### config.mk
export PLATFORM = sky130hd
export DESIGN_NAME = multi_channel_relay_pulse_ctrl_core_flat
export DESIGN_NICKNAME = d
export VERILOG_FILES = /design/src/hw/rtl/mrpc_pkg.sv /design/src/hw/rtl/mrpc_cmd_if.sv /design/src/hw/rtl/mrpc_rsp_if.sv /design/src/hw/rtl/multi_channel_relay_pulse_ctrl_core.sv /design/src/hw/rtl/mrpc_end_mem.sv /design/src/hw/rtl/mrpc_engine.sv /design/src/flat_wrapper.sv
export VERILOG_INCLUDE_DIRS = /design/src /design/src/hw/rtl
export SDC_FILE = /design/constraint.sdc
export NUM_CORES = 1
export LEC_CHECK = 0
export BUFFER_PORTS_ARGS = -buffer_cell sky130_fd_sc_hd__buf_2
export CAP_MARGIN = 5
export CORE_MARGIN = 10
export CORE_UTILIZATION = 31
export CTS_BUF_LIST = sky130_fd_sc_hd__clkbuf_16
export DETAILED_ROUTE_END_ITERATION = 8
export HOLD_SLACK_MARGIN = 0.1
export PLACE_DENSITY_LB_ADDON = 0.12
export SYNTH_ARGS = -nofsm -noshare
export SYNTH_HDL_FRONTEND = slang
export SYNTH_SLANG_ARGS = --single-unit
### constraint.sdc
create_clock -name clk -period 6.1 [get_ports clk]
set_clock_uncertainty 0.05 [all_clocks]
set_input_delay 0 -clock clk [delete_from_list [all_inputs] [get_ports clk]]
set_output_delay 0 -clock clk [all_outputs]
set_load 0.005 [all_outputs]
### src/hw/rtl/assert_macros.svh
// ----------------------------------------------------------------------------
// Assertion macros
// Concurrent assertion shorthands; define NO_ASSERTIONS to compile them out.
// ----------------------------------------------------------------------------
`ifndef ASSERT_MACROS_SVH
`define ASSERT_MACROS_SVH

`ifndef NO_ASSERTIONS

// Same-cycle implication
`define MRPC_ASSERT_IMP(lbl, clk, rst_n, ante, cons, msg) \
    lbl: assert property (@(posedge clk) disable iff (!rst_n) (ante) |-> (cons)) \
        else $error(msg);

// Next-cycle implication
`define MRPC_ASSERT_NXT(lbl, clk, rst_n, ante, cons, msg) \
    lbl: assert property (@(posedge clk) disable iff (!rst_n) (ante) |=> (cons)) \
        else $error(msg);

`else

`define MRPC_ASSERT_IMP(lbl, clk, rst_n, ante, cons, msg)
`define MRPC_ASSERT_NXT(lbl, clk, rst_n, ante, cons, msg)

`endif

`endif

### src/hw/rtl/mrpc_pkg.sv
// ----------------------------------------------------------------------------
// mrpc_pkg
// Shared widths, command codes and configuration type of the relay controller.
// ----------------------------------------------------------------------------
package mrpc_pkg;

    localparam int MRPC_MAX_CHANNELS = 8;

    localparam int TICK_W    = 32;
    localparam int DUR_W     = 31;
    localparam int MODE_W    = 3;
    localparam int CHAN_W    = 3;
    localparam int PIN_W     = 8;
    localparam int CNT_REG_W = 4;
    localparam int CFG_IDX_W = 2;

    // Configuration register indexes
    localparam logic [CFG_IDX_W-1:0] CFG_CHANNEL_COUNT = 2'd0;
    localparam logic [CFG_IDX_W-1:0] CFG_ACTIVE_LOW    = 2'd1;
    localparam logic [CFG_IDX_W-1:0] CFG_START_OFF     = 2'd2;

    typedef enum logic [MODE_W-1:0] {
        MODE_START  = 3'd0,
        MODE_TICK   = 3'd1,
        MODE_ON     = 3'd2,
        MODE_OFF    = 3'd3,
        MODE_TOGGLE = 3'd4,
        MODE_PULSE  = 3'd5,
        MODE_QUERY  = 3'd6
    } mrpc_mode_t;

    typedef struct packed {
        logic [CNT_REG_W-1:0] channel_count;
        logic                 active_low;
        logic                 start_off;
    } mrpc_cfg_t;

endpackage

### src/hw/rtl/mrpc_cmd_if.sv
// ----------------------------------------------------------------------------
// mrpc_cmd_if
// Command channel: valid/ready handshake with mode, channel and duration.
// ----------------------------------------------------------------------------
interface mrpc_cmd_if
    import mrpc_pkg::*;
();
    logic              valid;
    logic              ready;
    logic [MODE_W-1:0] mode;
    logic [CHAN_W-1:0] channel;
    logic [DUR_W-1:0]  duration_ms;

    modport source (output valid, output mode, output channel, output duration_ms,
                    input ready);
    modport sink   (input valid, input mode, input channel, input duration_ms,
                    output ready);
endinterface

### src/hw/rtl/mrpc_rsp_if.sv
// ----------------------------------------------------------------------------
// mrpc_rsp_if
// Response channel: valid/ready handshake with status and pin levels.
// ----------------------------------------------------------------------------
interface mrpc_rsp_if
    import mrpc_pkg::*;
();
    logic             valid;
    logic             ready;
    logic             accepted;
    logic             channel_on;
    logic [PIN_W-1:0] pin_levels;

    modport source (output valid, output accepted, output channel_on, output pin_levels,
                    input ready);
    modport sink   (input valid, input accepted, input channel_on, input pin_levels,
                    output ready);
endinterface

### src/hw/rtl/multi_channel_relay_pulse_ctrl_core.sv
// ----------------------------------------------------------------------------
// multi_channel_relay_pulse_ctrl_core
// Relay driver with one-shot pulses: per-channel on state, pulse end times
// in a memory, and a millisecond tick counter.
//
//   port     | role   | content
//   ---------+--------+------------------------------------------
//   cmd      | sink   | mode, channel, duration_ms
//   rsp      | source | accepted, channel_on, pin_levels
//   cfg_*    | write  | channel_count, active_low, start_off
//
// Start, on, off, toggle, pulse and query: result on the next edge. Tick: the
// sweep visits each effective channel (none with a count of zero), then the
// result is registered once the last expiry check is done and rsp is free;
// the sweep reads one pulse end per cycle through the single read port of the
// end time memory. One transaction is in work at a time; cmd is held off while
// rsp stalls. Reset clears all flags and the counter; the end time memory needs
// no clearing since an entry is only used while its pulse is armed.
// ----------------------------------------------------------------------------
`include "assert_macros.svh"

module multi_channel_relay_pulse_ctrl_core
    import mrpc_pkg::*;
#(
    parameter int MAX_CHANNELS = MRPC_MAX_CHANNELS
)(
    input  logic                 clk,
    input  logic                 rst_n,
    mrpc_cmd_if.sink             cmd,
    mrpc_rsp_if.source           rsp,
    input  logic                 cfg_we,
    input  logic [1:0]           cfg_index,
    input  logic [CNT_REG_W-1:0] cfg_wdata
);

    localparam int IDX_W = (MAX_CHANNELS > 1) ? $clog2(MAX_CHANNELS) : 1;

    logic [CNT_REG_W-1:0] channel_count_reg;
    logic                 active_low_reg;
    logic                 start_off_reg;
    mrpc_cfg_t            cfg;

    logic                 mem_wr_en;
    logic [IDX_W-1:0]     mem_wr_addr;
    logic [TICK_W-1:0]    mem_wr_data;
    logic                 mem_rd_en;
    logic [IDX_W-1:0]     mem_rd_addr;
    logic [TICK_W-1:0]    mem_rd_data;

    // Configuration registers
    always_ff @(posedge clk or negedge rst_n)
    begin
        if (!rst_n)
        begin
            channel_count_reg <= CNT_REG_W'(8);
            active_low_reg    <= 1'b1;
            start_off_reg     <= 1'b1;
        end
        else if (cfg_we)
        begin
            unique case (cfg_index)
                CFG_CHANNEL_COUNT: channel_count_reg <= cfg_wdata;
                CFG_ACTIVE_LOW:    active_low_reg    <= cfg_wdata[0];
                CFG_START_OFF:     start_off_reg     <= cfg_wdata[0];
                default:           ;
            endcase
        end
    end

    assign cfg.channel_count = channel_count_reg;
    assign cfg.active_low    = active_low_reg;
    assign cfg.start_off     = start_off_reg;

    // Pulse end time store
    mrpc_end_mem #(
        .DEPTH  (MAX_CHANNELS),
        .ADDR_W (IDX_W),
        .DATA_W (TICK_W)
    ) u_end_mem (
        .clk     (clk),
        .wr_en   (mem_wr_en),
        .wr_addr (mem_wr_addr),
        .wr_data (mem_wr_data),
        .rd_en   (mem_rd_en),
        .rd_addr (mem_rd_addr),
        .rd_data (mem_rd_data)
    );

    // Command sequencer
    mrpc_engine #(
        .MAX_CHANNELS (MAX_CHANNELS)
    ) u_engine (
        .clk         (clk),
        .rst_n       (rst_n),
        .cfg         (cfg),
        .cmd         (cmd),
        .rsp         (rsp),
        .mem_wr_en   (mem_wr_en),
        .mem_wr_addr (mem_wr_addr),
        .mem_wr_data (mem_wr_data),
        .mem_rd_en   (mem_rd_en),
        .mem_rd_addr (mem_rd_addr),
        .mem_rd_data (mem_rd_data)
    );

    // A command is taken only when the response slot is free
    `MRPC_ASSERT_IMP(a_cmd_needs_slot, clk, rst_n, cmd.valid && cmd.ready,
                     !rsp.valid || rsp.ready, "command taken while response stalled")
    // A query answers on the next edge
    `MRPC_ASSERT_NXT(a_query_latency, clk, rst_n,
                     cmd.valid && cmd.ready && (cmd.mode == MODE_QUERY), rsp.valid,
                     "query response missing")
    // End times are written only by an accepted command
    `MRPC_ASSERT_IMP(a_wr_on_accept, clk, rst_n, mem_wr_en, cmd.valid && cmd.ready,
                     "end time write without command")
    // No write while the sweep reads
    `MRPC_ASSERT_IMP(a_no_rw_overlap, clk, rst_n, mem_wr_en, !mem_rd_en,
                     "end time write during sweep")

endmodule

### src/hw/rtl/mrpc_end_mem.sv
// ----------------------------------------------------------------------------
// mrpc_end_mem
// Pulse end time store: one write port, one read port, registered read data.
// ----------------------------------------------------------------------------
module mrpc_end_mem
    import mrpc_pkg::*;
#(
    parameter int DEPTH  = MRPC_MAX_CHANNELS,
    parameter int ADDR_W = 3,
    parameter int DATA_W = TICK_W
)(
    input  logic              clk,
    input  logic              wr_en,
    input  logic [ADDR_W-1:0] wr_addr,
    input  logic [DATA_W-1:0] wr_data,
    input  logic              rd_en,
    input  logic [ADDR_W-1:0] rd_addr,
    output logic [DATA_W-1:0] rd_data
);

    logic [DATA_W-1:0] mem [DEPTH];

    // Write port
    always_ff @(posedge clk)
    begin
        if (wr_en)
        begin
            mem[wr_addr] <= wr_data;
        end
    end

    // Read port, registered read data
    always_ff @(posedge clk)
    begin
        if (rd_en)
        begin
            rd_data <= mem[rd_addr];
        end
    end

endmodule

### src/hw/rtl/mrpc_engine.sv
// ----------------------------------------------------------------------------
// mrpc_engine
// Command sequencer: relay and pulse flags, tick counter, expiry sweep over
// the pulse end store, and the response register.
// ----------------------------------------------------------------------------
module mrpc_engine
    import mrpc_pkg::*;
#(
    parameter  int MAX_CHANNELS = MRPC_MAX_CHANNELS,
    localparam int IDX_W        = (MAX_CHANNELS > 1) ? $clog2(MAX_CHANNELS) : 1
)(
    input  logic              clk,
    input  logic              rst_n,
    input  mrpc_cfg_t         cfg,
    mrpc_cmd_if.sink          cmd,
    mrpc_rsp_if.source        rsp,
    output logic              mem_wr_en,
    output logic [IDX_W-1:0]  mem_wr_addr,
    output logic [TICK_W-1:0] mem_wr_data,
    output logic              mem_rd_en,
    output logic [IDX_W-1:0]  mem_rd_addr,
    input  logic [TICK_W-1:0] mem_rd_data
);

    localparam int CNT_W = $clog2(MAX_CHANNELS + 1);
    localparam int CMP_W = (CNT_W > CNT_REG_W) ? CNT_W : CNT_REG_W;
    localparam int PAD_W = (MAX_CHANNELS > PIN_W) ? MAX_CHANNELS : PIN_W;

    typedef enum logic [1:0] {
        ST_IDLE,
        ST_SWEEP,
        ST_FINISH
    } state_t;

    state_t                  state_reg;
    logic [TICK_W-1:0]       now_reg;
    logic                    started_reg;
    logic [MAX_CHANNELS-1:0] relay_on_reg;
    logic [MAX_CHANNELS-1:0] active_reg;
    logic [IDX_W-1:0]        idx_reg;
    logic                    chk_vld_reg;
    logic [IDX_W-1:0]        chk_idx_reg;
    logic [IDX_W-1:0]        tick_ch_reg;
    logic                    tick_ok_reg;
    logic                    rsp_valid_reg;
    logic                    rsp_accepted_reg;
    logic                    rsp_channel_on_reg;
    logic [PIN_W-1:0]        rsp_pins_reg;

    logic [CMP_W-1:0]        eff_cnt;
    logic [CMP_W-1:0]        cnt_ext;
    logic                    slot_free;
    logic                    cmd_fire;
    logic                    cmd_ok;
    logic [IDX_W-1:0]        ch_idx;
    mrpc_mode_t              mode;
    logic [MAX_CHANNELS-1:0] relay_next;
    logic [MAX_CHANNELS-1:0] active_next;
    logic                    started_next;
    logic                    acc_next;
    logic                    go_sweep;
    logic                    arm_pulse;
    logic [TICK_W-1:0]       diff;
    logic                    expire;
    logic                    sweep_last;
    logic                    finish_done;
    logic                    rsp_load;

    // Map logical on states to pin levels, inactive past the count
    function automatic logic [PIN_W-1:0] pin_map(
        input logic [MAX_CHANNELS-1:0] on_vec,
        input logic [CMP_W-1:0]        cnt,
        input logic                    act_low
    );
        logic [PAD_W-1:0] padded;
        logic [PIN_W-1:0] pins;
        padded = PAD_W'(on_vec);
        for (int i = 0; i < PIN_W; i++)
        begin
            pins[i] = ((CMP_W'(i) < cnt) && padded[i]) ^ act_low;
        end
        return pins;
    endfunction

    // Saturate the channel count at the build maximum
    assign cnt_ext = CMP_W'(cfg.channel_count);
    assign eff_cnt = (cnt_ext > CMP_W'(MAX_CHANNELS)) ? CMP_W'(MAX_CHANNELS) : cnt_ext;

    // Handshake
    assign slot_free = !rsp_valid_reg || rsp.ready;
    assign cmd.ready = (state_reg == ST_IDLE) && slot_free;
    assign cmd_fire  = cmd.valid && cmd.ready;
    assign cmd_ok    = CMP_W'(cmd.channel) < eff_cnt;
    assign ch_idx    = IDX_W'(cmd.channel);
    assign mode      = mrpc_mode_t'(cmd.mode);

    // Decode one command into next flag values
    always_comb
    begin
        relay_next   = relay_on_reg;
        active_next  = active_reg;
        started_next = started_reg;
        acc_next     = 1'b0;
        go_sweep     = 1'b0;
        arm_pulse    = 1'b0;
        unique case (mode)
            MODE_START:
            begin
                if (eff_cnt != '0)
                begin
                    for (int i = 0; i < MAX_CHANNELS; i++)
                    begin
                        relay_next[i] = (CMP_W'(i) < eff_cnt) && !cfg.start_off;
                    end
                    active_next  = '0;
                    started_next = 1'b1;
                    acc_next     = 1'b1;
                end
            end
            MODE_TICK:
            begin
                if (started_reg)
                begin
                    acc_next = 1'b1;
                    go_sweep = 1'b1;
                end
            end
            MODE_ON, MODE_OFF, MODE_TOGGLE:
            begin
                if (cmd_ok)
                begin
                    relay_next[ch_idx]  = (mode == MODE_ON)  ? 1'b1 :
                                          (mode == MODE_OFF) ? 1'b0 : !relay_on_reg[ch_idx];
                    active_next[ch_idx] = 1'b0;
                    acc_next            = 1'b1;
                end
            end
            MODE_PULSE:
            begin
                if (cmd_ok)
                begin
                    relay_next[ch_idx]  = 1'b1;
                    arm_pulse           = (cmd.duration_ms != '0);
                    active_next[ch_idx] = arm_pulse;
                    acc_next            = 1'b1;
                end
            end
            MODE_QUERY:
            begin
                acc_next = cmd_ok;
            end
            default:
            begin
                acc_next = 1'b0;
            end
        endcase
    end

    // Arm a pulse end time
    assign mem_wr_en   = cmd_fire && arm_pulse;
    assign mem_wr_addr = ch_idx;
    assign mem_wr_data = now_reg + TICK_W'(cmd.duration_ms);

    // Sweep read, one channel per cycle
    assign mem_rd_en   = (state_reg == ST_SWEEP);
    assign mem_rd_addr = idx_reg;
    assign sweep_last  = (CMP_W'(idx_reg) == (eff_cnt - CMP_W'(1)));

    // Wrap-safe expiry check on the returned end time
    assign diff   = now_reg - mem_rd_data;
    assign expire = chk_vld_reg && active_reg[chk_idx_reg] && !diff[TICK_W-1];

    assign finish_done = (state_reg == ST_FINISH) && !chk_vld_reg && slot_free;

    // A new response enters the slot this cycle
    assign rsp_load = (cmd_fire && !go_sweep) || finish_done;

    // Response port
    assign rsp.valid      = rsp_valid_reg;
    assign rsp.accepted   = rsp_accepted_reg;
    assign rsp.channel_on = rsp_channel_on_reg;
    assign rsp.pin_levels = rsp_pins_reg;

    // State, flags and response register
    always_ff @(posedge clk or negedge rst_n)
    begin
        if (!rst_n)
        begin
            state_reg     <= ST_IDLE;
            now_reg       <= '0;
            started_reg   <= 1'b0;
            relay_on_reg  <= '0;
            active_reg    <= '0;
            idx_reg       <= '0;
            chk_vld_reg   <= 1'b0;
            chk_idx_reg   <= '0;
            tick_ch_reg   <= '0;
            tick_ok_reg   <= 1'b0;
            rsp_valid_reg <= 1'b0;
        end
        else
        begin
            // Drop a taken response unless a new one replaces it
            if (rsp_valid_reg && rsp.ready && !rsp_load)
            begin
                rsp_valid_reg <= 1'b0;
            end

            // Track the read in flight
            chk_vld_reg <= (state_reg == ST_SWEEP);
            chk_idx_reg <= idx_reg;

            // Switch off an expired pulse
            if (expire)
            begin
                relay_on_reg[chk_idx_reg] <= 1'b0;
                active_reg[chk_idx_reg]   <= 1'b0;
            end

            unique case (state_reg)
                ST_IDLE:
                begin
                    if (cmd_fire)
                    begin
                        relay_on_reg <= relay_next;
                        active_reg   <= active_next;
                        started_reg  <= started_next;
                        if (go_sweep)
                        begin
                            now_reg     <= now_reg + TICK_W'(1);
                            idx_reg     <= '0;
                            tick_ch_reg <= ch_idx;
                            tick_ok_reg <= cmd_ok;
                            state_reg   <= (eff_cnt == '0) ? ST_FINISH : ST_SWEEP;
                        end
                        else
                        begin
                            rsp_valid_reg      <= 1'b1;
                            rsp_accepted_reg   <= acc_next;
                            rsp_channel_on_reg <= cmd_ok && relay_next[ch_idx];
                            rsp_pins_reg       <= pin_map(relay_next, eff_cnt,
                                                          cfg.active_low);
                        end
                    end
                end
                ST_SWEEP:
                begin
                    idx_reg <= idx_reg + IDX_W'(1);
                    if (sweep_last)
                    begin
                        state_reg <= ST_FINISH;
                    end
                end
                ST_FINISH:
                begin
                    if (finish_done)
                    begin
                        rsp_valid_reg      <= 1'b1;
                        rsp_accepted_reg   <= 1'b1;
                        rsp_channel_on_reg <= tick_ok_reg && relay_on_reg[tick_ch_reg];
                        rsp_pins_reg       <= pin_map(relay_on_reg, eff_cnt,
                                                      cfg.active_low);
                        state_reg          <= ST_IDLE;
                    end
                end
                default:
                begin
                    state_reg <= ST_IDLE;
                end
            endcase
        end
    end

endmodule
### src/flat_wrapper.sv
// flat-port wrapper written by rule: the top's interface ports become plain ports
module multi_channel_relay_pulse_ctrl_core_flat import mrpc_pkg::*;
#(
    parameter int MAX_CHANNELS = MRPC_MAX_CHANNELS
)
  (clk, rst_n, cfg_we, cfg_index, cfg_wdata, cmd_valid, cmd_mode, cmd_channel, cmd_duration_ms, cmd_ready, rsp_valid, rsp_accepted, rsp_channel_on, rsp_pin_levels, rsp_ready);
  mrpc_cmd_if cmd_i ();
  mrpc_rsp_if rsp_i ();
  input  logic clk;
  input  logic rst_n;
  input  logic cfg_we;
  input  logic [1:0] cfg_index;
  input  logic [CNT_REG_W-1:0] cfg_wdata;
  input wire logic [$bits(cmd_i.valid)-1:0] cmd_valid;
  input wire logic [$bits(cmd_i.mode)-1:0] cmd_mode;
  input wire logic [$bits(cmd_i.channel)-1:0] cmd_channel;
  input wire logic [$bits(cmd_i.duration_ms)-1:0] cmd_duration_ms;
  output wire logic [$bits(cmd_i.ready)-1:0] cmd_ready;
  output wire logic [$bits(rsp_i.valid)-1:0] rsp_valid;
  output wire logic [$bits(rsp_i.accepted)-1:0] rsp_accepted;
  output wire logic [$bits(rsp_i.channel_on)-1:0] rsp_channel_on;
  output wire logic [$bits(rsp_i.pin_levels)-1:0] rsp_pin_levels;
  input wire logic [$bits(rsp_i.ready)-1:0] rsp_ready;
  assign cmd_i.valid = cmd_valid;
  assign cmd_i.mode = cmd_mode;
  assign cmd_i.channel = cmd_channel;
  assign cmd_i.duration_ms = cmd_duration_ms;
  assign cmd_ready = cmd_i.ready;
  assign rsp_valid = rsp_i.valid;
  assign rsp_accepted = rsp_i.accepted;
  assign rsp_channel_on = rsp_i.channel_on;
  assign rsp_pin_levels = rsp_i.pin_levels;
  assign rsp_i.ready = rsp_ready;
  multi_channel_relay_pulse_ctrl_core #(.MAX_CHANNELS(MAX_CHANNELS)) u_core (.clk(clk), .rst_n(rst_n), .cmd(cmd_i), .rsp(rsp_i), .cfg_we(cfg_we), .cfg_index(cfg_index), .cfg_wdata(cfg_wdata));
endmodule
==> impl_metrics.json, run 1 <==
{
  "drv_cap": 0,
  "clk_pin_slew_worst_paths_ns": 0.07,
  "regArea_mm2": 0.0107,
  "fin_util": 0.364,
  "vias": 10900,
  "postCtsSetupBuffers": 0,
  "firstDrtPassIters": 7,
  "synth_cell_types": 71,
  "synthTopCellsByCount": "298 x edfxtp_1, 83 x nand2_1, 68 x ha_1, 68 x mux4_2, 66 x dfrtp_1",
  "dieHeight_um": 258,
  "synth_compound_area_frac": 0.0858,
  "critPathMaxFanout": 25,
  "grt_setup_unrepaired": "no",
  "core-area_mm2": 0.0563,
  "diodes": 0,
  "r2r_start": "u_core.channel_count_reg[3]$_DFFE_PN1P_",
  "grtUsageTotal": 0.144,
  "cts.path.max_buffers": 3,
  "finalInstanceArea_mm2": 0.0205,
  "synth_ff_type": "edfxtp_1",
  "synth_cells": 1238,
  "fmax_ghz": 0.234,
  "hold_end": "u_core.u_engine.rsp.accepted$_SDFFCE_PP1P_",
  "synth_simple_gate_area_frac": 0.0852,
  "outcome": "completed",
  "synth.most_common_cell": "edfxtp_1",
  "synth_top_area_cell": "edfxtp_1",
  "multiInputGateArea_mm2": 0.00660,
  "period_share": 0.701,
  "worstPathArrival_ns": 4.47,
  "grt_overflow": 0,
  "power_density_mw_per_mm2": 378,
  "grt_pass1_vias": 11200,
  "worstSkewPairLatency_ns": 0.57,
  "grt_max_degree": 70,
  "ir_drop_uv": 183,
  "place_congestion": 0.847,
  "nFillCells": 5379,
  "cts_tree": "done",
  "synth_top_area_share": 0.509,
  "cts_root_buf": "clkbuf_16",
  "setup_viol": 0,
  "reg2reg_slack_ns": 1.82,
  "nets": 1458,
  "synth_warnings": 0,
  "grt_pass1_wl_um": 72300,
  "min_path_cells": 5,
  "viasPerCell": 5.13,
  "ant_nets": 0,
  "seq_area_frac_synth": 0.608,
  "synth_top_family_by_area": "multiplexers",
  "slew_viol_final": 0,
  "cp_data_required_time_ns": 6.30,
  "avgSynthCellArea_um2": 14.2,
  "die_x_um": 258,
  "htree_num_levels": 2,
  "ios": 60,
  "dieArea_mm2": 0.0666,
  "leakagePower_uw": 0.00751,
  "routed_wl_um": 48300,
  "syn2layout_area_growth_pct": 16.5,
  "max_slew_margin": 0.165,
  "timing.rr.end": "u_core.u_end_mem.mem[2][22]$_DFFE_PP_",
  "place_area_mm2": 0.0189,
  "start_kind": "register",
  "wl_per_cell_um": 22.7,
  "min_path_type": "input port to register",
  "r2r_cells": 8,
  "min-delay-start": "cmd_mode[0]",
  "async_reset_ff_frac": 0.188,
  "start_util": 0.312,
  "ys_top_cells_by_area": "edfxtp_1 51%, dfrtp_1 9.4%, mux4_2 8.7%",
  "cp-end-kind": "register",
  "finalHoldViolations": 0,
  "numCtsBuffers": 42,
  "post_cts_resized": 0,
  "tightest_slew_ns": 1.23,
  "syn_nets": 1355,
  "first_iter_violations": 730,
  "synthMuxAreaShare": 0.116,
  "dp_hpwl_um": 33400,
  "synthAdderAreaFrac": 0.0495,
  "antenna_found_initial": 2,
  "min_period_ns": 4.28,
  "num_rows": 87,
  "synth-xor-area-share": 0.0349,
  "cts.sinks": 367,
  "drive_gt1_frac": 0.200,
  "syn_area_mm2": 0.0176,
  "setup-tns-final_ns": 0,
  "postCtsHoldBufs": 28,
  "drcViolationCount": 0,
  "io_buffer_count": 59,
  "largest_register_ffs": 256,
  "crit_type": "register to register",
  "synth_seq_cells": 367,
  "synth_edf_count": 298
}
==> placed cells by master (no fill, tap or decap), types with 18 or more instances in the layout <==
master         netlist  routed
edfxtp_1           298     298
nor2_1              62      56
mux4_2              68      68
a21oi_1             58      58
buf_2                9      58
nand2_1             83      83
xnor2_1             46      46
nand4_1             19      19
inv_1               50      60
a21o_1              19      19
xor2_1              24      24
clkbuf_16            0      43
ha_1                68      68
nand3_1             26      26
dfrtp_1             66      63
o21ai_0             49      49
mux2_2              41      41
dlygate4sd3_1        0      28
buf_4                0      18
==> per-layer routing <==
| layer | vias to the layer above | track usage | part of all wire |
|---|---|---|---|
| li1 | 5008 | - | - |
| met1 | 5580 | 0.201 | 0.47 |
| met2 | 241 | 0.223 | 0.45 |
| met3 | 81 | 0.0230 | 0.042 |
| met4 | 0 | 0.0549 | 0.032 |
| met5 | - | 0 | 0 |
==> final cells by class <==
type / count / share of cell area
Sequential cell: 367 / 0.522
Timing Repair Buffer: 106 / 0.0364
Inverter: 50 / 0.00916
Tap cell: 756 / 0.0462
Clock inverter: 32 / 0.0119
Clock buffer: 43 / 0.0525
Multi-Input combinational cell: 774 / 0.322
==> worst max path at each step <==
stage                                            startpoint                                     to  cells past startpoint
floorplan           u_core.channel_count_reg[3]$_DFFE_PN1P_   u_core.u_end_mem.mem[2][0]$_DFFE_PP_                     10
global placement    u_core.channel_count_reg[3]$_DFFE_PN1P_  u_core.u_end_mem.mem[3][24]$_DFFE_PP_                      8
detailed placement  u_core.channel_count_reg[3]$_DFFE_PN1P_  u_core.u_end_mem.mem[3][17]$_DFFE_PP_                      8
CTS                 u_core.channel_count_reg[3]$_DFFE_PN1P_  u_core.u_end_mem.mem[3][28]$_DFFE_PP_                      8
global route        u_core.channel_count_reg[3]$_DFFE_PN1P_  u_core.u_end_mem.mem[3][28]$_DFFE_PP_                      8
finish              u_core.channel_count_reg[3]$_DFFE_PN1P_  u_core.u_end_mem.mem[2][22]$_DFFE_PP_                      8
==> cell families after synthesis <==
| kind of cell | count (synthesis) |
|---|---|
| muxes | 113 |
| adders and majority gates | 69 |
| and+or+nand+nor | 294 |
| xor gates and xnor gates | 70 |
| AOI/OAI and AO/OA | 228 |
| buffers and inverters | 97 |
| DFF | 367 |
==> per-stage QoR <==
step	setup WS [ns]	power (uW)	hold slack (ns)	std cells
after floorplan	1.20	4580	-0.346	1238
after global placement	1.78	5320	0.213	2025
after detailed placement	1.77	5320	0.201	2025
after CTS	1.75	7850	0.104	2128
after global routing	1.54	8120	0.162	2128
final	1.82	7740	0.150	2128
==> critical path, cell delays in order, from the launching register on <==
cell and delay [ns]:
dfstp_2 0.70, nand2b_1 0.19, ha_1 0.26, a21o_1 0.16
a31oi_1 0.21, nor2_1 0.23, or4_1 0.93, nor4b_4 0.91
buf_12 0.30
==> where the power goes <==
part           internal, uW  switching (uW)
clock network          1440            1020
registers              3050             271
logic                   863            1090
total                  5360            2380
Note: power is estimated with default switching activity, not from simulation.
==> inputs of run 2 (changes only) <==
Clock period 6.1 ns to 3.5 ns, I/O delays scaled along.
==> impl_metrics.json, run 2 (synthesis gave the netlist of run 1 again) <==
{
  "start_util": 0.312,
  "core-area_mm2": 0.0563,
  "vias": 11000,
  "viasPerCell": 5.07,
  "dieHeight_um": 258,
  "finalHoldViolations": 0,
  "final_common_cell": "edfxtp_1",
  "max_slew_margin": 0.462,
  "clk_pin_slew_worst_paths_ns": 0.06,
  "diodes": 0,
  "period_share": 0.936,
  "die_x_um": 258,
  "htree_num_levels": 2,
  "firstDrtPassIters": 5,
  "fin_util": 0.373,
  "dp.cells": 2071,
  "cts.sinks": 367,
  "fmax_ghz": 0.305,
  "drv_cap": 0,
  "nFillCells": 5407,
  "routed_wl_um": 48200,
  "grtUsageTotal": 0.144,
  "cts_tree": "done",
  "cts.path.max_buffers": 3,
  "io_buffer_count": 59,
  "worstSkewPairLatency_ns": 0.57,
  "cp_data_required_time_ns": 3.71,
  "ant_nets": 0,
  "grt_overflow": 0,
  "nets": 1506,
  "ir_drop_uv": 299,
  "wl_per_cell_um": 22.1,
  "critPathMaxFanout": 8,
  "holdWs_ns": 0.149,
  "outcome": "completed",
  "num_rows": 87,
  "antenna_found_initial": 1,
  "slew_viol_final": 0,
  "postCtsSetupBuffers": 0,
  "grt_pass1_wl_um": 73300,
  "drcViolationCount": 0,
  "place_area_mm2": 0.0194,
  "syn2layout_area_growth_pct": 19.4,
  "cp-end-kind": "register",
  "ios": 60,
  "layout_common_cells": "298 x edfxtp_1, 83 x nand2_1, 68 x mux4_2",
  "place_congestion": 0.857,
  "tightest_slew_ns": 0.801,
  "setup_viol": 0,
  "leakagePower_uw": 0.00777,
  "min_period_ns": 3.28,
  "min_path_type": "input port to register",
  "worstPathArrival_ns": 3.49,
  "largest_register_ffs": 256,
  "finalInstanceArea_mm2": 0.0210,
  "first_iter_violations": 626,
  "grt_setup_unrepaired": "no",
  "setup-tns-final_ns": 0,
  "grt_pass1_vias": 11500,
  "power_density_mw_per_mm2": 632,
  "grt_max_degree": 67,
  "dp_hpwl_um": 32500,
  "drive_gt1_frac": 0.232,
  "crit_type": "register to register",
  "start_kind": "register",
  "dieArea_mm2": 0.0666,
  "numCtsBuffers": 43,
  "finalNonFillerCells": 2177,
  "cts_root_buf": "clkbuf_16"
}
## run 2: area by class of cell
class                   count  area [um^2]  area share
flip-flops and latches    367        10700       0.509
multi-input cells         774         6650       0.317
repair buffers            153         1220      0.0583
clock buffers              43         1080      0.0513
well taps                 756          946      0.0451
clock inverters            34          216      0.0103
inverters                  50          188     0.00894
## run 2: final timing paths
| check | end | startpoint | depth (start not counted) | slack, ns |
|---|---|---|---|---|
| min in group asynchronous | u_core.u_engine.state_reg[1]$_DFFE_PN0P_ | rst_n | 4 | 0.42 |
| worst min register to register | u_core.u_engine.tick_ok_reg$_DFFE_PN0P_ | u_core.u_engine.tick_ok_reg$_DFFE_PN0P_ | 2 | 0.45 |
| worst min-delay path | u_core.u_end_mem.mem[5][19]$_DFFE_PP_ | cmd_duration_ms[19] | 4 | 0.15 |
| worst max register to register | u_core.u_end_mem.mem[0][29]$_DFFE_PP_ | u_core.u_engine.now_reg[7]$_DFFE_PN0P_ | 10 | 0.22 |
| worst max-delay path | u_core.u_end_mem.mem[0][29]$_DFFE_PP_ | u_core.u_engine.now_reg[7]$_DFFE_PN0P_ | 10 | 0.22 |
| max in group asynchronous | u_core.u_engine.mem_rd_addr[1]$_DFFE_PN0P_ | rst_n | 4 | 2.36 |
## run 2: timing repair
item                       CTS  global route
resized for setup            0             5
hold endpoints to repair   110             0
setup endpoints to repair    0            25
hold buffers                29             0
## run 2: critical path, cell delays in order, from the launching register on
cell	delay (ns)
dfrtp_1	0.46
ha_1	0.40
nor3_1	0.08
nor2_1	0.12
o22ai_1	0.11
o31ai_1	0.49
a211oi_1	0.15
buf_4	0.18
o21ai_0	0.42
nor4_1	0.09
a311o_1	0.44
## run 2: where the power goes
part | switching [uW] | leakage, uW | internal [uW] | total (uW)
clock network | 1780 | 0.000658 | 2380 | 4160
logic | 1760 | 0.00350 | 1600 | 3360
registers | 401 | 0.00361 | 5320 | 5720
total | 3950 | 0.00777 | 9310 | 13300
## run 2: through the flow
stage,total power (uW),setup WS [ns]
2_1_floorplan,8010,-0.207
3_3_place_gp,9190,0.137
3_5_place_dp,9190,0.127
4_1_cts,13500,0.0449
5_1_grt,14000,0.0120
6_report,13300,0.225
## run 2: routing by layer
| metal | track usage | up-vias | routed length, um |
|---|---|---|---|
| li1 | - | 5114 | - |
| met1 | 0.190 | 5659 | 22000 |
| met2 | 0.243 | 197 | 23700 |
| met3 | 0.0237 | 66 | 1510 |
| met4 | 0.0364 | 0 | 958 |
| met5 | 0 | - | 0 |
==> inputs of run 3 (changes only) <==
Settings changed: BUFFER_PORTS_ARGS -buffer_cell sky130_fd_sc_hd__buf_2 to -buffer_cell sky130_fd_sc_hd__clkbuf_2, CORE_ASPECT_RATIO from default to 1.25, SLEW_MARGIN from default to 10.
==> impl_metrics.json, run 3 (synthesis gave the netlist of run 1 again) <==
{
  "core-area_mm2": 0.0561,
  "slowest_delay_ns": 0.60,
  "drv_cap": 0,
  "switching_share": 0.297,
  "wl_per_cell_um": 22.5,
  "leakagePower_uw": 0.00793,
  "finalHoldViolations": 0,
  "drive_gt1_frac": 0.252,
  "ios": 60,
  "viasPerCell": 5.12,
  "min_period_ns": 3.32,
  "setup-tns-final_ns": 0,
  "cp-end-kind": "register",
  "multiInputGateArea_mm2": 0.00668,
  "grt_setup_unrepaired": "no",
  "place_area_mm2": 0.0195,
  "drcViolationCount": 0,
  "p_int_uw": 9420,
  "largest_register_ffs": 256,
  "place_congestion": 0.896,
  "grtUsageTotal": 0.149,
  "ant_nets": 0,
  "power_density_mw_per_mm2": 632,
  "start_kind": "register",
  "critPathSlowestCell": "or4_1",
  "nets": 1530,
  "antenna_found_initial": 1,
  "slew_viol_final": 0,
  "min_path_type": "input port to register",
  "num_rows": 97,
  "dieArea_mm2": 0.0667,
  "finalInstanceArea_mm2": 0.0212,
  "fmax_ghz": 0.301,
  "dieHeight_um": 286,
  "worstSkewPairLatency_ns": 0.58,
  "tightest_slew_ns": 0.721,
  "nFillCells": 5355,
  "cts.sinks": 367,
  "cts_tree": "done",
  "outcome": "completed",
  "grt_pass1_vias": 11900,
  "cts_root_buf": "clkbuf_16",
  "dp_hpwl_um": 33300,
  "io_buffer_count": 59,
  "setup_viol": 0,
  "power_frac_comb": 0.257,
  "layout_common_cells": "298 x edfxtp_1, 83 x nand2_1, 82 x buf_4",
  "cp_cell_sequence": "nand2b_4, ha_4, a21o_1, a31oi_1, nor2_1, or4_1, nor4_4, buf_4",
  "crit_type": "register to register",
  "period_share": 0.950,
  "power_frac_clock": 0.317,
  "start_util": 0.313,
  "cts.path.max_buffers": 3,
  "grt_overflow": 0,
  "p_switching_uw": 3980,
  "ir_drop_uv": 322,
  "vias": 11200,
  "routed_wl_um": 49100,
  "clk_pin_slew_worst_paths_ns": 0.06,
  "firstDrtPassIters": 4,
  "cp_data_required_time_ns": 3.72,
  "grt_pass1_wl_um": 75000,
  "reg2reg_slack_ns": 0.18,
  "regArea_mm2": 0.0107,
  "first_iter_violations": 534,
  "final_common_cell": "edfxtp_1",
  "syn2layout_area_growth_pct": 20.6,
  "holdWs_ns": 0.117,
  "grt_max_degree": 66,
  "htree_num_levels": 2,
  "worstPathArrival_ns": 3.54,
  "die_x_um": 233,
  "max_slew_margin": 0.516,
  "numCtsBuffers": 41,
  "critPathMaxFanout": 7,
  "p_seq_frac": 0.426
}
-- run 3: cell types whose count changed in the layout (fill, tap and decap cells not counted), moves of 3 or more --
| cell | delta |
|---|---|
| buf_4 | +27 |
| clkbuf_2 | +58 |
| clkinv_1 | -7 |
| inv_6 | -3 |
| buf_2 | -58 |
-- run 3: metal layers --
layer,up-vias,part of all wire,GRT usage
met5,-,0.00026,0
met4,2,0.028,0.0489
met3,85,0.033,0.0246
met2,201,0.52,0.266
met1,5741,0.42,0.180
li1,5154,-,-
-- run 3: per-stage QoR --
step / utilization / worst slack, ns / std cells / total power (uW)
detailed placement: 0.348 / -0.346 / 2082 / 9250
global route: 0.378 / 0.00865 / 2185 / 14100
CTS: 0.377 / 0.0158 / 2183 / 13600
global placement: 0.348 / -0.197 / 2082 / 9250
floorplan: - / -0.207 / 1238 / 8010
finish: 0.378 / 0.176 / 2186 / 13400
-- run 3: timing repair --
| item | 4_1_cts | 5_1_grt |
|---|---|---|
| pin swaps | 0 | 2 |
| hold buffers | 28 | 0 |
| setup buffers | 0 | 2 |
| setup endpoints to repair | 32 | 51 |
| endpoints found under the hold margin | 113 | 0 |
| gates cloned | 0 | 0 |
| gates resized for setup | 4 | 8 |
-- run 3: critical path: cells and delay by family, from the launching register on --
family / cells / cell delay [ns]
and+or+nand+nor: 4 / 1.50
adders and majority gates: 1 / 0.20
DFF: 1 / 0.55
AOI/OAI and AO/OA: 2 / 0.43
buffers and inverters: 1 / 0.30
-- run 3: final timing paths --
kind	cells past startpoint	end	start
max	8	u_core.u_end_mem.mem[0][10]$_DFFE_PP_	u_core.channel_count_reg[3]$_DFFE_PN1P_
min	4	u_core.u_end_mem.mem[1][1]$_DFFE_PP_	cmd_duration_ms[1]
max reg2reg	8	u_core.u_end_mem.mem[0][10]$_DFFE_PP_	u_core.channel_count_reg[3]$_DFFE_PN1P_
min reg2reg	1	u_core.u_engine.started_reg$_DFFE_PN0P_	u_core.u_engine.started_reg$_DFFE_PN0P_
max in group asynchronous	4	u_core.u_engine.now_reg[29]$_DFFE_PN0P_	rst_n
min in group asynchronous	3	u_core.active_low_reg$_DFFE_PN1P_	rst_n
-- run 3: power by group through the flow --
| stage | sequential (uW) | clock, uW | combinational [uW] |
|---|---|---|---|
| 2_1_floorplan | 5560 | 0 | 2440 |
| 3_3_place_gp | 5810 | 0 | 3440 |
| 3_5_place_dp | 5800 | 0 | 3450 |
| 4_1_cts | 5720 | 4370 | 3510 |
| 5_1_grt | 5760 | 4550 | 3820 |
| 6_report | 5710 | 4240 | 3440 |
-- run 3: area by class of cell --
type / count / area share
sequential: 367 / 0.504
multi-input combinational: 774 / 0.315
timing repair buffer: 179 / 0.0668
clock buffer: 43 / 0.0507
tap: 742 / 0.0438
clock inverter: 30 / 0.0109
inverter: 50 / 0.00885
antenna: 1 / 0.000118
